==> src/rtl/hrv_stress_classifier_assert.svh <==
// Assertion macros for the HRV stress classifier
`ifndef HRV_STRESS_CLASSIFIER_ASSERT_SVH
`define HRV_STRESS_CLASSIFIER_ASSERT_SVH
// implication checked on every clock edge outside reset
`define HRV_ASSERT_IMP(lbl, ante, cons) \
  lbl: assert property (@(posedge clk_i) disable iff (!rst_ni) (ante) |-> (cons)) \
    else $error("assertion failed");
// next-cycle implication
`define HRV_ASSERT_NEXT(lbl, ante, cons) \
  lbl: assert property (@(posedge clk_i) disable iff (!rst_ni) (ante) |=> (cons)) \
    else $error("assertion failed");
`endif

==> src/rtl/hrv_pkg.sv <==
// Shared types and constants for the HRV stress classifier
package hrv_pkg;
  typedef struct packed {
    logic [11:0] interval_ms;
    logic        last_sample;
  } hrv_in_t;

  typedef struct packed {
    logic [15:0] sdnn_q4;
    logic [15:0] rmssd_q4;
    logic [10:0] pnn50_q4;
    logic [1:0]  stress_points;
    logic [1:0]  stress_colour;
    logic [1:0]  window_status;
  } hrv_out_t;

  localparam logic [1:0] CfgSdnn  = 2'd0;
  localparam logic [1:0] CfgRmssd = 2'd1;
  localparam logic [1:0] CfgPnn   = 2'd2;
  localparam logic [1:0] CfgDiff  = 2'd3;

  localparam logic [1:0] StatusOk    = 2'd0;
  localparam logic [1:0] StatusShort = 2'd1;
  localparam logic [1:0] StatusOver  = 2'd2;

  // divider operand selects
  localparam logic [1:0] DivSelVar  = 2'd0;
  localparam logic [1:0] DivSelDiff = 2'd1;
  localparam logic [1:0] DivSelPnn  = 2'd2;

  // finishing operations the controller issues to the datapath
  typedef struct packed {
    logic accum;      // fold input sample into window sums
    logic fin_start;  // latch window, prepare division operands
    logic div_start;  // start one division
    logic [1:0] div_sel;  // 0 var, 1 diff, 2 pnn
    logic sqrt_start;
    logic sqrt_sel;   // 0 sdnn, 1 rmssd
    logic emit;       // build the result and clear the window
  } hrv_cmd_t;

  typedef struct packed {
    logic div_done;
    logic sqrt_done;
    logic need_fin;   // window has at least two samples
  } hrv_sts_t;
endpackage

==> src/rtl/hrv_stress_classifier.sv <==
// HRV stress classifier: config registers, controller and datapath
// Takes one beat interval per cycle while collecting a window. After the sample
// marked last, a window of two or more samples is finished with a shared
// one-bit-per-cycle divider (three divisions) and a two-bit-per-cycle
// square-root unit (two roots); input is held off meanwhile. A finished
// result waits in the output register until taken, and the next window does
// not start its finishing steps before then.
module hrv_stress_classifier #(
  parameter int unsigned MAX_SAMPLES = 128
) (
  input  logic              clk_i,
  input  logic              rst_ni,
  input  logic              in_valid_i,
  output logic              in_ready_o,
  input  hrv_pkg::hrv_in_t  in_data_i,
  output logic              out_valid_o,
  input  logic              out_ready_i,
  output hrv_pkg::hrv_out_t out_data_o,
  input  logic              cfg_we_i,
  input  logic [1:0]        cfg_idx_i,
  input  logic [11:0]       cfg_data_i
);
  import hrv_pkg::*;

  logic [11:0] sdnn_lim_q, rmssd_lim_q, diff_lim_q;
  logic [6:0]  pnn_lim_q;
  always_ff @(posedge clk_i or negedge rst_ni) begin
    if (!rst_ni) begin
      sdnn_lim_q  <= 12'd50;
      rmssd_lim_q <= 12'd42;
      pnn_lim_q   <= 7'd3;
      diff_lim_q  <= 12'd50;
    end else if (cfg_we_i) begin
      case (cfg_idx_i)
        CfgSdnn:  sdnn_lim_q  <= cfg_data_i;
        CfgRmssd: rmssd_lim_q <= cfg_data_i;
        CfgPnn:   pnn_lim_q   <= cfg_data_i[6:0];
        CfgDiff:  diff_lim_q  <= cfg_data_i;
        default: ;
      endcase
    end
  end

  hrv_cmd_t cmd;
  hrv_sts_t sts;
  hrv_out_t res;
  logic     load;

  hrv_ctrl u_ctrl (
    .clk_i, .rst_ni, .in_valid_i, .in_ready_o,
    .last_i(in_data_i.last_sample),
    .out_valid_o, .out_ready_i,
    .cmd_o(cmd), .sts_i(sts), .load_o(load)
  );

  hrv_datapath #(.MaxSamples(MAX_SAMPLES)) u_dp (
    .clk_i, .rst_ni, .cmd_i(cmd), .sts_o(sts), .in_i(in_data_i),
    .sdnn_limit_i(sdnn_lim_q), .rmssd_limit_i(rmssd_lim_q),
    .pnn50_limit_i(pnn_lim_q), .nn_diff_limit_i(diff_lim_q),
    .res_o(res)
  );

  always_ff @(posedge clk_i) begin
    if (load) out_data_o <= res;
  end
endmodule

==> src/rtl/hrv_datapath.sv <==
// Datapath: window accumulators, shared divider and square-root unit
module hrv_datapath #(
  parameter int unsigned MaxSamples = 128
) (
  input  logic              clk_i,
  input  logic              rst_ni,
  input  hrv_pkg::hrv_cmd_t cmd_i,
  output hrv_pkg::hrv_sts_t sts_o,
  input  hrv_pkg::hrv_in_t  in_i,
  input  logic [11:0]       sdnn_limit_i,
  input  logic [11:0]       rmssd_limit_i,
  input  logic [6:0]        pnn50_limit_i,
  input  logic [11:0]       nn_diff_limit_i,
  output hrv_pkg::hrv_out_t res_o
);
  import hrv_pkg::*;

  localparam int unsigned CntW = $clog2(MaxSamples + 1);
  localparam int unsigned SumW = CntW + 12;
  localparam int unsigned SqW  = CntW + 24;
  // n*Q - S*S fits in 2*SqW; times 256
  localparam int unsigned NumW = 2 * SqW + 8;
  localparam int unsigned DenW = 2 * CntW;

  logic [CntW-1:0] cnt_q, cnt_d;
  logic [SumW-1:0] sum_q, sum_d;
  logic [SqW-1:0]  sq_q, sq_d, dsq_q, dsq_d;
  logic [CntW-1:0] k_q, k_d;
  logic [11:0]     prev_q, prev_d;
  logic            ovf_q, ovf_d;

  logic [11:0] x, dabs;
  logic [23:0] xsq, dsq_term;
  assign x        = in_i.interval_ms;
  assign dabs     = (x >= prev_q) ? x - prev_q : prev_q - x;
  assign xsq      = x * x;
  assign dsq_term = dabs * dabs;

  always_comb begin
    cnt_d = cnt_q; sum_d = sum_q; sq_d = sq_q; dsq_d = dsq_q;
    k_d = k_q; prev_d = prev_q; ovf_d = ovf_q;
    if (cmd_i.accum) begin
      if (cnt_q < CntW'(MaxSamples)) begin
        sum_d  = sum_q + SumW'(x);
        sq_d   = sq_q + SqW'(xsq);
        if (cnt_q != '0) begin
          dsq_d = dsq_q + SqW'(dsq_term);
          if (dabs >= nn_diff_limit_i) k_d = k_q + CntW'(1);
        end
        prev_d = x;
        cnt_d  = cnt_q + CntW'(1);
      end else begin
        ovf_d = 1'b1;
      end
    end
    if (cmd_i.emit) begin
      cnt_d = '0; sum_d = '0; sq_d = '0; dsq_d = '0;
      k_d = '0; prev_d = '0; ovf_d = 1'b0;
    end
  end

  always_ff @(posedge clk_i or negedge rst_ni) begin
    if (!rst_ni) begin
      cnt_q <= '0; sum_q <= '0; sq_q <= '0; dsq_q <= '0;
      k_q <= '0; prev_q <= '0; ovf_q <= 1'b0;
    end else begin
      cnt_q <= cnt_d; sum_q <= sum_d; sq_q <= sq_d; dsq_q <= dsq_d;
      k_q <= k_d; prev_q <= prev_d; ovf_q <= ovf_d;
    end
  end

  assign sts_o.need_fin = (cnt_q >= CntW'(2));

  // finishing operands, registered when fin_start is issued
  logic [SqW+CntW-1:0] nq_q;
  logic [2*SumW-1:0]   ss_q;
  logic [DenW-1:0]     nm_q;
  logic [CntW-1:0]     m_q;
  always_ff @(posedge clk_i) begin
    if (cmd_i.fin_start) begin
      nq_q <= (SqW+CntW)'(cnt_q) * (SqW+CntW)'(sq_q);
      ss_q <= (2*SumW)'(sum_q) * (2*SumW)'(sum_q);
      nm_q <= DenW'(cnt_q) * DenW'(cnt_q - CntW'(1));
      m_q  <= cnt_q - CntW'(1);
    end
  end

  // restoring divider, one quotient bit per cycle
  localparam int unsigned DivCntW = $clog2(NumW + 1);
  logic [NumW-1:0]    quo_q, div_num;
  logic [DenW:0]      rem_q;
  logic [DenW-1:0]    den_q, div_den;
  logic [DivCntW-1:0] dcnt_q;
  logic               dbusy_q;
  logic [DenW:0]      rem_sh;

  always_comb begin
    case (cmd_i.div_sel)
      DivSelVar: begin
        div_num = NumW'(NumW'(nq_q) - NumW'(ss_q)) << 8;
        div_den = nm_q;
      end
      DivSelDiff: begin
        div_num = NumW'(dsq_q) << 8;
        div_den = DenW'(m_q);
      end
      default: begin
        div_num = NumW'(k_q) * NumW'(1600);
        div_den = DenW'(m_q);
      end
    endcase
  end

  assign rem_sh = {rem_q[DenW-1:0], quo_q[NumW-1]};

  always_ff @(posedge clk_i or negedge rst_ni) begin
    if (!rst_ni) begin
      dbusy_q <= 1'b0;
      dcnt_q  <= '0;
    end else if (cmd_i.div_start) begin
      dbusy_q <= 1'b1;
      dcnt_q  <= DivCntW'(NumW);
    end else if (dbusy_q) begin
      dcnt_q <= dcnt_q - DivCntW'(1);
      if (dcnt_q == DivCntW'(1)) dbusy_q <= 1'b0;
    end
  end

  always_ff @(posedge clk_i) begin
    if (cmd_i.div_start) begin
      quo_q <= div_num;
      rem_q <= '0;
      den_q <= div_den;
    end else if (dbusy_q) begin
      if (rem_sh >= {1'b0, den_q}) begin
        rem_q <= rem_sh - {1'b0, den_q};
        quo_q <= {quo_q[NumW-2:0], 1'b1};
      end else begin
        rem_q <= rem_sh;
        quo_q <= {quo_q[NumW-2:0], 1'b0};
      end
    end
  end
  assign sts_o.div_done = dbusy_q && (dcnt_q == DivCntW'(1));

  // quotient holding registers
  logic [NumW-1:0] vq_q, dq_q;
  logic [10:0]     pq_q;
  logic            div_done_q;
  logic [1:0]      dsel_q;
  always_ff @(posedge clk_i) begin
    if (cmd_i.div_start) dsel_q <= cmd_i.div_sel;
  end
  always_ff @(posedge clk_i or negedge rst_ni) begin
    if (!rst_ni) div_done_q <= 1'b0;
    else         div_done_q <= sts_o.div_done;
  end
  always_ff @(posedge clk_i) begin
    if (div_done_q) begin
      case (dsel_q)
        DivSelVar:  vq_q <= quo_q;
        DivSelDiff: dq_q <= quo_q;
        default:    pq_q <= quo_q[10:0];
      endcase
    end
  end

  // digit-by-digit square root, two radicand bits per cycle
  localparam int unsigned RtW  = NumW / 2 + 1;
  localparam int unsigned RadW = 2 * RtW;
  localparam int unsigned SqCntW = $clog2(RtW + 1);
  logic [RadW-1:0]   rad_q;
  logic [RtW+1:0]    srem_q, srem_sh, trial;
  logic [RtW-1:0]    root_q;
  logic [SqCntW-1:0] scnt_q;
  logic              sbusy_q;

  assign srem_sh = {srem_q[RtW-1:0], rad_q[RadW-1 -: 2]};
  assign trial   = {root_q, 2'b01};

  always_ff @(posedge clk_i or negedge rst_ni) begin
    if (!rst_ni) begin
      sbusy_q <= 1'b0;
      scnt_q  <= '0;
    end else if (cmd_i.sqrt_start) begin
      sbusy_q <= 1'b1;
      scnt_q  <= SqCntW'(RtW);
    end else if (sbusy_q) begin
      scnt_q <= scnt_q - SqCntW'(1);
      if (scnt_q == SqCntW'(1)) sbusy_q <= 1'b0;
    end
  end

  always_ff @(posedge clk_i) begin
    if (cmd_i.sqrt_start) begin
      rad_q  <= cmd_i.sqrt_sel ? RadW'(dq_q) : RadW'(vq_q);
      srem_q <= '0;
      root_q <= '0;
    end else if (sbusy_q) begin
      rad_q <= rad_q << 2;
      if (srem_sh >= trial) begin
        srem_q <= srem_sh - trial;
        root_q <= {root_q[RtW-2:0], 1'b1};
      end else begin
        srem_q <= srem_sh;
        root_q <= {root_q[RtW-2:0], 1'b0};
      end
    end
  end
  assign sts_o.sqrt_done = sbusy_q && (scnt_q == SqCntW'(1));

  logic [RtW-1:0] sdnn_rt_q, rmssd_rt_q;
  logic           sqrt_done_q, ssel_q;
  always_ff @(posedge clk_i) begin
    if (cmd_i.sqrt_start) ssel_q <= cmd_i.sqrt_sel;
  end
  always_ff @(posedge clk_i or negedge rst_ni) begin
    if (!rst_ni) sqrt_done_q <= 1'b0;
    else         sqrt_done_q <= sts_o.sqrt_done;
  end
  always_ff @(posedge clk_i) begin
    if (sqrt_done_q) begin
      if (ssel_q) rmssd_rt_q <= root_q;
      else        sdnn_rt_q  <= root_q;
    end
  end

  // result assembly
  logic       p0, p1, p2;
  logic [1:0] pts;
  assign p0  = RtW'(sdnn_rt_q)  < RtW'({sdnn_limit_i, 4'd0});
  assign p1  = RtW'(rmssd_rt_q) < RtW'({rmssd_limit_i, 4'd0});
  assign p2  = pq_q < {pnn50_limit_i, 4'd0};
  assign pts = 2'(p0) + 2'(p1) + 2'(p2);

  always_comb begin
    res_o = '0;
    if (!sts_o.need_fin) begin
      res_o.window_status = StatusShort;
    end else begin
      res_o.sdnn_q4  = (sdnn_rt_q > RtW'(16'hFFFF)) ? 16'hFFFF : sdnn_rt_q[15:0];
      res_o.rmssd_q4 = (rmssd_rt_q > RtW'(16'hFFFF)) ? 16'hFFFF : rmssd_rt_q[15:0];
      res_o.pnn50_q4 = pq_q;
      res_o.stress_points = pts;
      res_o.stress_colour = (pts >= 2'd2) ? 2'd2 : pts;
      res_o.window_status = ovf_q ? StatusOver : StatusOk;
    end
  end
endmodule

==> src/rtl/hrv_ctrl.sv <==
// Controller: sequences accumulation, divisions, square roots and output
module hrv_ctrl (
  input  logic              clk_i,
  input  logic              rst_ni,
  input  logic              in_valid_i,
  output logic              in_ready_o,
  input  logic              last_i,
  output logic              out_valid_o,
  input  logic              out_ready_i,
  output hrv_pkg::hrv_cmd_t cmd_o,
  input  hrv_pkg::hrv_sts_t sts_i,
  output logic              load_o
);
  import hrv_pkg::*;
  `include "hrv_stress_classifier_assert.svh"

  typedef enum logic [10:0] {
    StIdle   = 11'b00000000001,
    StFin    = 11'b00000000010,
    StDivV   = 11'b00000000100,
    StDivD   = 11'b00000001000,
    StDivP   = 11'b00000010000,
    StSqS    = 11'b00000100000,
    StSqR    = 11'b00001000000,
    StEmit   = 11'b00010000000,
    StWaitD  = 11'b00100000000,
    StWaitS  = 11'b01000000000,
    StSettle = 11'b10000000000
  } state_e;

  state_e state_q, state_d;
  logic   started_q, started_d;
  logic   out_valid_q, out_valid_d;
  // selector of the last division issued in this window
  logic [1:0] div_seq_q;

  assign in_ready_o  = (state_q == StIdle);
  assign out_valid_o = out_valid_q;

  always_comb begin
    state_d     = state_q;
    started_d   = 1'b0;
    out_valid_d = out_valid_q;
    cmd_o       = '0;
    load_o      = 1'b0;
    if (out_valid_q && out_ready_i) out_valid_d = 1'b0;
    case (state_q)
      StIdle: begin
        if (in_valid_i) begin
          cmd_o.accum = 1'b1;
          if (last_i) state_d = StFin;
        end
      end
      StFin: begin
        // sts_i reflects the window including the last sample
        if (!out_valid_q) begin
          if (sts_i.need_fin) begin
            cmd_o.fin_start = 1'b1;
            state_d = StDivV;
          end else begin
            state_d = StEmit;
          end
        end
      end
      StDivV: begin
        cmd_o.div_start = 1'b1; cmd_o.div_sel = DivSelVar;
        state_d = StWaitD; started_d = 1'b0;
      end
      StDivD: begin
        cmd_o.div_start = 1'b1; cmd_o.div_sel = DivSelDiff;
        state_d = StWaitD; started_d = 1'b1;
      end
      StDivP: begin
        cmd_o.div_start = 1'b1; cmd_o.div_sel = DivSelPnn;
        state_d = StWaitD;
      end
      StWaitD: begin
        started_d = started_q;
        if (sts_i.div_done) begin
          if (started_q) state_d = StDivP;
          else state_d = StDivD;
        end
        if (div_seq_q == DivSelPnn && sts_i.div_done) state_d = StSqS;
      end
      StSqS: begin
        cmd_o.sqrt_start = 1'b1; cmd_o.sqrt_sel = 1'b0;
        state_d = StWaitS; started_d = 1'b0;
      end
      StSqR: begin
        cmd_o.sqrt_start = 1'b1; cmd_o.sqrt_sel = 1'b1;
        state_d = StWaitS; started_d = 1'b1;
      end
      StWaitS: begin
        started_d = started_q;
        if (sts_i.sqrt_done) state_d = started_q ? StSettle : StSqR;
      end
      StSettle: begin
        // this idle state after the last done lets the root register settle
        state_d = StEmit;
      end
      StEmit: begin
        load_o      = 1'b1;
        cmd_o.emit  = 1'b1;
        out_valid_d = 1'b1;
        state_d     = StIdle;
      end
      default: state_d = StIdle;
    endcase
  end

  always_ff @(posedge clk_i or negedge rst_ni) begin
    if (!rst_ni) div_seq_q <= DivSelVar;
    else if (state_q == StFin) div_seq_q <= DivSelVar;
    else if (cmd_o.div_start) div_seq_q <= cmd_o.div_sel;
  end

  always_ff @(posedge clk_i or negedge rst_ni) begin
    if (!rst_ni) begin
      state_q     <= StIdle;
      started_q   <= 1'b0;
      out_valid_q <= 1'b0;
    end else begin
      state_q     <= state_d;
      started_q   <= started_d;
      out_valid_q <= out_valid_d;
    end
  end

  `HRV_ASSERT_IMP(a_onehot, 1'b1, $onehot(state_q))
  `HRV_ASSERT_NEXT(a_emit_valid, cmd_o.emit, out_valid_o)
  `HRV_ASSERT_IMP(a_fin_idle_out, cmd_o.fin_start, !out_valid_o)
endmodule

==> config.mk <==
export PLATFORM = sky130hd
export DESIGN_NAME = hrv_stress_classifier
export DESIGN_NICKNAME = d
export VERILOG_FILES = /design/src/rtl/hrv_pkg.sv /design/src/rtl/hrv_stress_classifier.sv /design/src/rtl/hrv_datapath.sv /design/src/rtl/hrv_ctrl.sv
export VERILOG_INCLUDE_DIRS = /design/src /design/src/rtl
export SDC_FILE = /design/constraint.sdc
export NUM_CORES = 2
export LEC_CHECK = 0
export BUFFER_PORTS_ARGS = -buffer_cell sky130_fd_sc_hd__clkbuf_2
export CORE_MARGIN = 2
export CORE_UTILIZATION = 40
export DETAILED_ROUTE_END_ITERATION = 8
export GPL_TIMING_DRIVEN = 1
export MAX_ROUTING_LAYER = met4
export PLACE_DENSITY = 0.65
export SYNTH_ARGS = -nofsm -noshare
export SYNTH_HDL_FRONTEND = slang
export SYNTH_SLANG_ARGS = --single-unit
==> constraint.sdc <==
create_clock -name clk_i -period 11.45 [get_ports clk_i]
set_clock_uncertainty 0.15 [all_clocks]
set_input_delay 0.5725 -clock clk_i [delete_from_list [all_inputs] [get_ports clk_i]]
set_output_delay 0.5725 -clock clk_i [all_outputs]
set_load 0.01 [all_outputs]
==> run_results.csv <==
group,metric,value,unit
outcome,status,"complete, no violations",
detailed_routing,vias_per_cell,5.16,
yosys,synthArstFlopShare,22.9,%
clocking,path_clk_slew,70,ps
placed_design,dp_hpwl,129000,um
clocking,cts_buffers,88,
detailed_routing,wire_per_inst,18.3,um
yosys,netlist_instances,6820,
yosys,ys_ff_latch,822,
floorplan,die-width,419,um
sta,rsz0062_at_grt,"false",
clocking,post_cts_buffers,0,
detailed_routing,route.detailed.drc,0,
detailed_routing,drtIter0Drc,2650,
sta,worst_slew_pin_slew,1190,ps
sta,fmax,102,MHz
sta,fin_tns_setup,0,ps
sta,finalSetupViolations,0,
critical_path,cp_max_fo,16,
clocking,clock_latency,720,ps
global_routing,grt.total_usage,20.0,%
critical_path,endpoint_kind,"register",
critical_path,worst_path_max_delay_cell,"o22a_1",
yosys,ys_warn_count,0,
global_routing,first_global_vias,49500,
critical_path,path_class,"in -> reg",
critical_path,cpPeakStageDelay,680,ps
floorplan,coreArea,171000,um2
run,cap_violations,0,
yosys,syn-cell-area,68900,um2
sta,period_share,85.8,%
sta,min_period,9820,ps
sta,hold_viol,0,
critical_path,cp.arrival,10250,ps
clocking,clk_path_buf_depth,3,
global_routing,grt_max_degree,106,
floorplan,die_h,419,um
layout,drive_gt1_share,5.71,%
yosys,synthDistinctLibCells,93,
floorplan,pin_count,83,
global_routing,antenna_found_initial,6,
global_routing,overflow,0,
floorplan,initial_core_util,40.2,%
floorplan,rows,152,
critical_path,cp-start-kind,"input pin",
sta,slew_headroom,19.7,%
clocking,cts_tree,"yes",
critical_path,cpMostUsedCell,"inv_1",
placed_design,port_buffers,82,
clocking,cts_sinks,822,
sta,final-max-slew-violation-count,0,
yosys,synth_ff_type,"edfxtp_1",
clocking,htreeDepth,3,
global_routing,grt_pass1_wl,271000,um
yosys,avgSynthCellArea,10.1,um2
layout,nNetsFinal,8133,
worst_hold_path,min_path_type,"in -> reg",
yosys,synth_edf_count,544,
detailed_routing,drt_wl_total,168000,um
yosys,ys_seq_area_share,33.2,%
placed_design,gp_congestion,0.956,
critical_path,crit_required,11880,ps
floorplan,die-area,176000,um2
detailed_routing,ant_nets,0,
clocking,cts_root_buf,"clkbuf_16",
detailed_routing,detail_route.first_pass.iterations,6,
detailed_routing,via_count,47400,
layout,area.growth.synth_to_final,8.71,%
-- path summary, 6_finish.rpt --
path | endpoint | cells past startpoint | slack (ps) | from
hold reg to reg | u_dp.vq_q[62]$_DFFE_PP_ | 0 | 290 | u_dp.quo_q[62]$_DFFE_PP_
setup / recovery | u_dp.dsq_q[28]$_DFFE_PN0P_ | 33 | 1630 | in_data_i[10]
hold / removal | sdnn_lim_q[7]$_DFFE_PN0P_ | 3 | 50 | cfg_data_i[7]
setup reg to reg | u_dp.dsq_q[28]$_DFFE_PN0P_ | 32 | 1830 | u_dp.prev_q[0]$_DFFE_PN0P_
min in group asynchronous | u_dp.sq_q[24]$_DFFE_PN0P_ | 2 | 250 | rst_ni
max in group asynchronous | u_dp.sbusy_q$_DFF_PN0_ | 4 | 8580 | rst_ni
-- worst max-delay path, delay by kind of cell --
family | cells | cell delay [ps]
mux | 1 | 350
xor+xnor | 1 | 580
compound gates | 10 | 2980
buf+inv | 8 | 1160
simple gates | 6 | 1130
fa+ha+maj | 7 | 3430
-- cells in the mapped netlist, drive strengths merged (39+ instances only) --
cell,instances,share of area [%]
a21oi,278,2.0
nand3,125,0.91
inv,1068,5.8
nand2,705,3.8
fa,725,21
nor2b,62,0.56
dfxtp,90,2.6
clkbuf,221,1.2
o21ai,282,2.1
edfxtp,544,24
ha,573,10
buf,42,0.30
a31oi,90,0.82
mux2i,96,1.4
and2,252,2.3
xor2,99,1.3
nor2,467,2.5
dfrtp,176,6.4
mux2,39,0.64
nand4,40,0.36
a21o,151,1.6
xnor2,180,2.3
nor3,50,0.37
-- layout make-up --
class | instances | area [um2]
fill | 16200 | 96500
multi-input combinational | 4662 | 41000
sequential | 822 | 22900
inverter | 1080 | 4060
tap | 2310 | 2890
clock buffer | 107 | 2320
timing repair buffer | 149 | 937
clock inverter | 59 | 782
antenna | 1 | 2.50
-- kinds of logic after synthesis --
family | synth area share [%]
fa+ha+maj | 31.5
flops | 33.2
buf+inv | 7.39
simple gates | 12.6
other cells | 0.0109
xor+xnor | 3.56
mux | 2.03
compound gates | 9.73
-- per-layer routing --
metal | routed length [um] | track usage (%)
met3 | 7150 | 2.38
met2 | 81700 | 33.1
met5 | 0 | -
met4 | 7700 | 8.47
met1 | 71500 | 24.8
-- timing repair --
item | CTS | global route
hold buffers | 6 | 0
endpoints found under the hold margin | 65 | 0
resized for setup | 0 | 0
-- state kept, by name (all words and copies together) (netlist names), 20 cells and up --
name and count:
u_dp.sdnn_rt_q 37, u_dp.srem_q 37, u_dp.dsq_q 32, u_dp.quo_q 72, u_dp.dq_q 72, u_dp.rmssd_rt_q 37, u_dp.sum_q 20, u_dp.rad_q 74
u_dp.sq_q 32, u_dp.ss_q 39, u_dp.nq_q 40, u_dp.vq_q 72, u_dp.root_q 37, out_data_o 48
-- cell usage in the layout (no fill, tap or decap), types with 26 or more instances in the layout --
cell / count
a21o_1: 151
a21oi_1: 278
dfrtp_1: 173
nor3_1: 49
nor2b_1: 61
o21a_1: 35
nand2_1: 705
fa_1: 725
xnor2_1: 179
nand3_1: 124
inv_1: 1063
clkbuf_2: 81
a31oi_1: 90
or3_1: 26
mux2_2: 39
clkbuf_16: 88
nor2_1: 466
nand2b_1: 31
dfxtp_1: 90
o21bai_1: 35
buf_4: 61
and3_1: 29
xor2_1: 99
and2_1: 252
edfxtp_1: 544
ha_1: 573
o21ai_0: 278
mux2i_1: 96
nand4_1: 40
-- stage by stage --
| step | instance area [um2] | utilization [%] | hold WS (ps) | worst slack, ps | std cells |
|---|---|---|---|---|---|
| after global placement | 71700 | 41.8 | 297 | 1140 | 9017 |
| after global routing | 74900 | 43.7 | 28.2 | 923 | 9190 |
| after floorplan | 68900 | - | 127 | 2500 | 6827 |
| after detailed placement | 71700 | 41.8 | 308 | 964 | 9017 |
| final | 74900 | 43.7 | 50.2 | 1630 | 9190 |
| after CTS | 74900 | 43.7 | 0.610 | 1720 | 9189 |
Power is left out: the tool's default activity adds up to more than one toggle a clock period on the data nets, which glitch-free logic cannot reach.
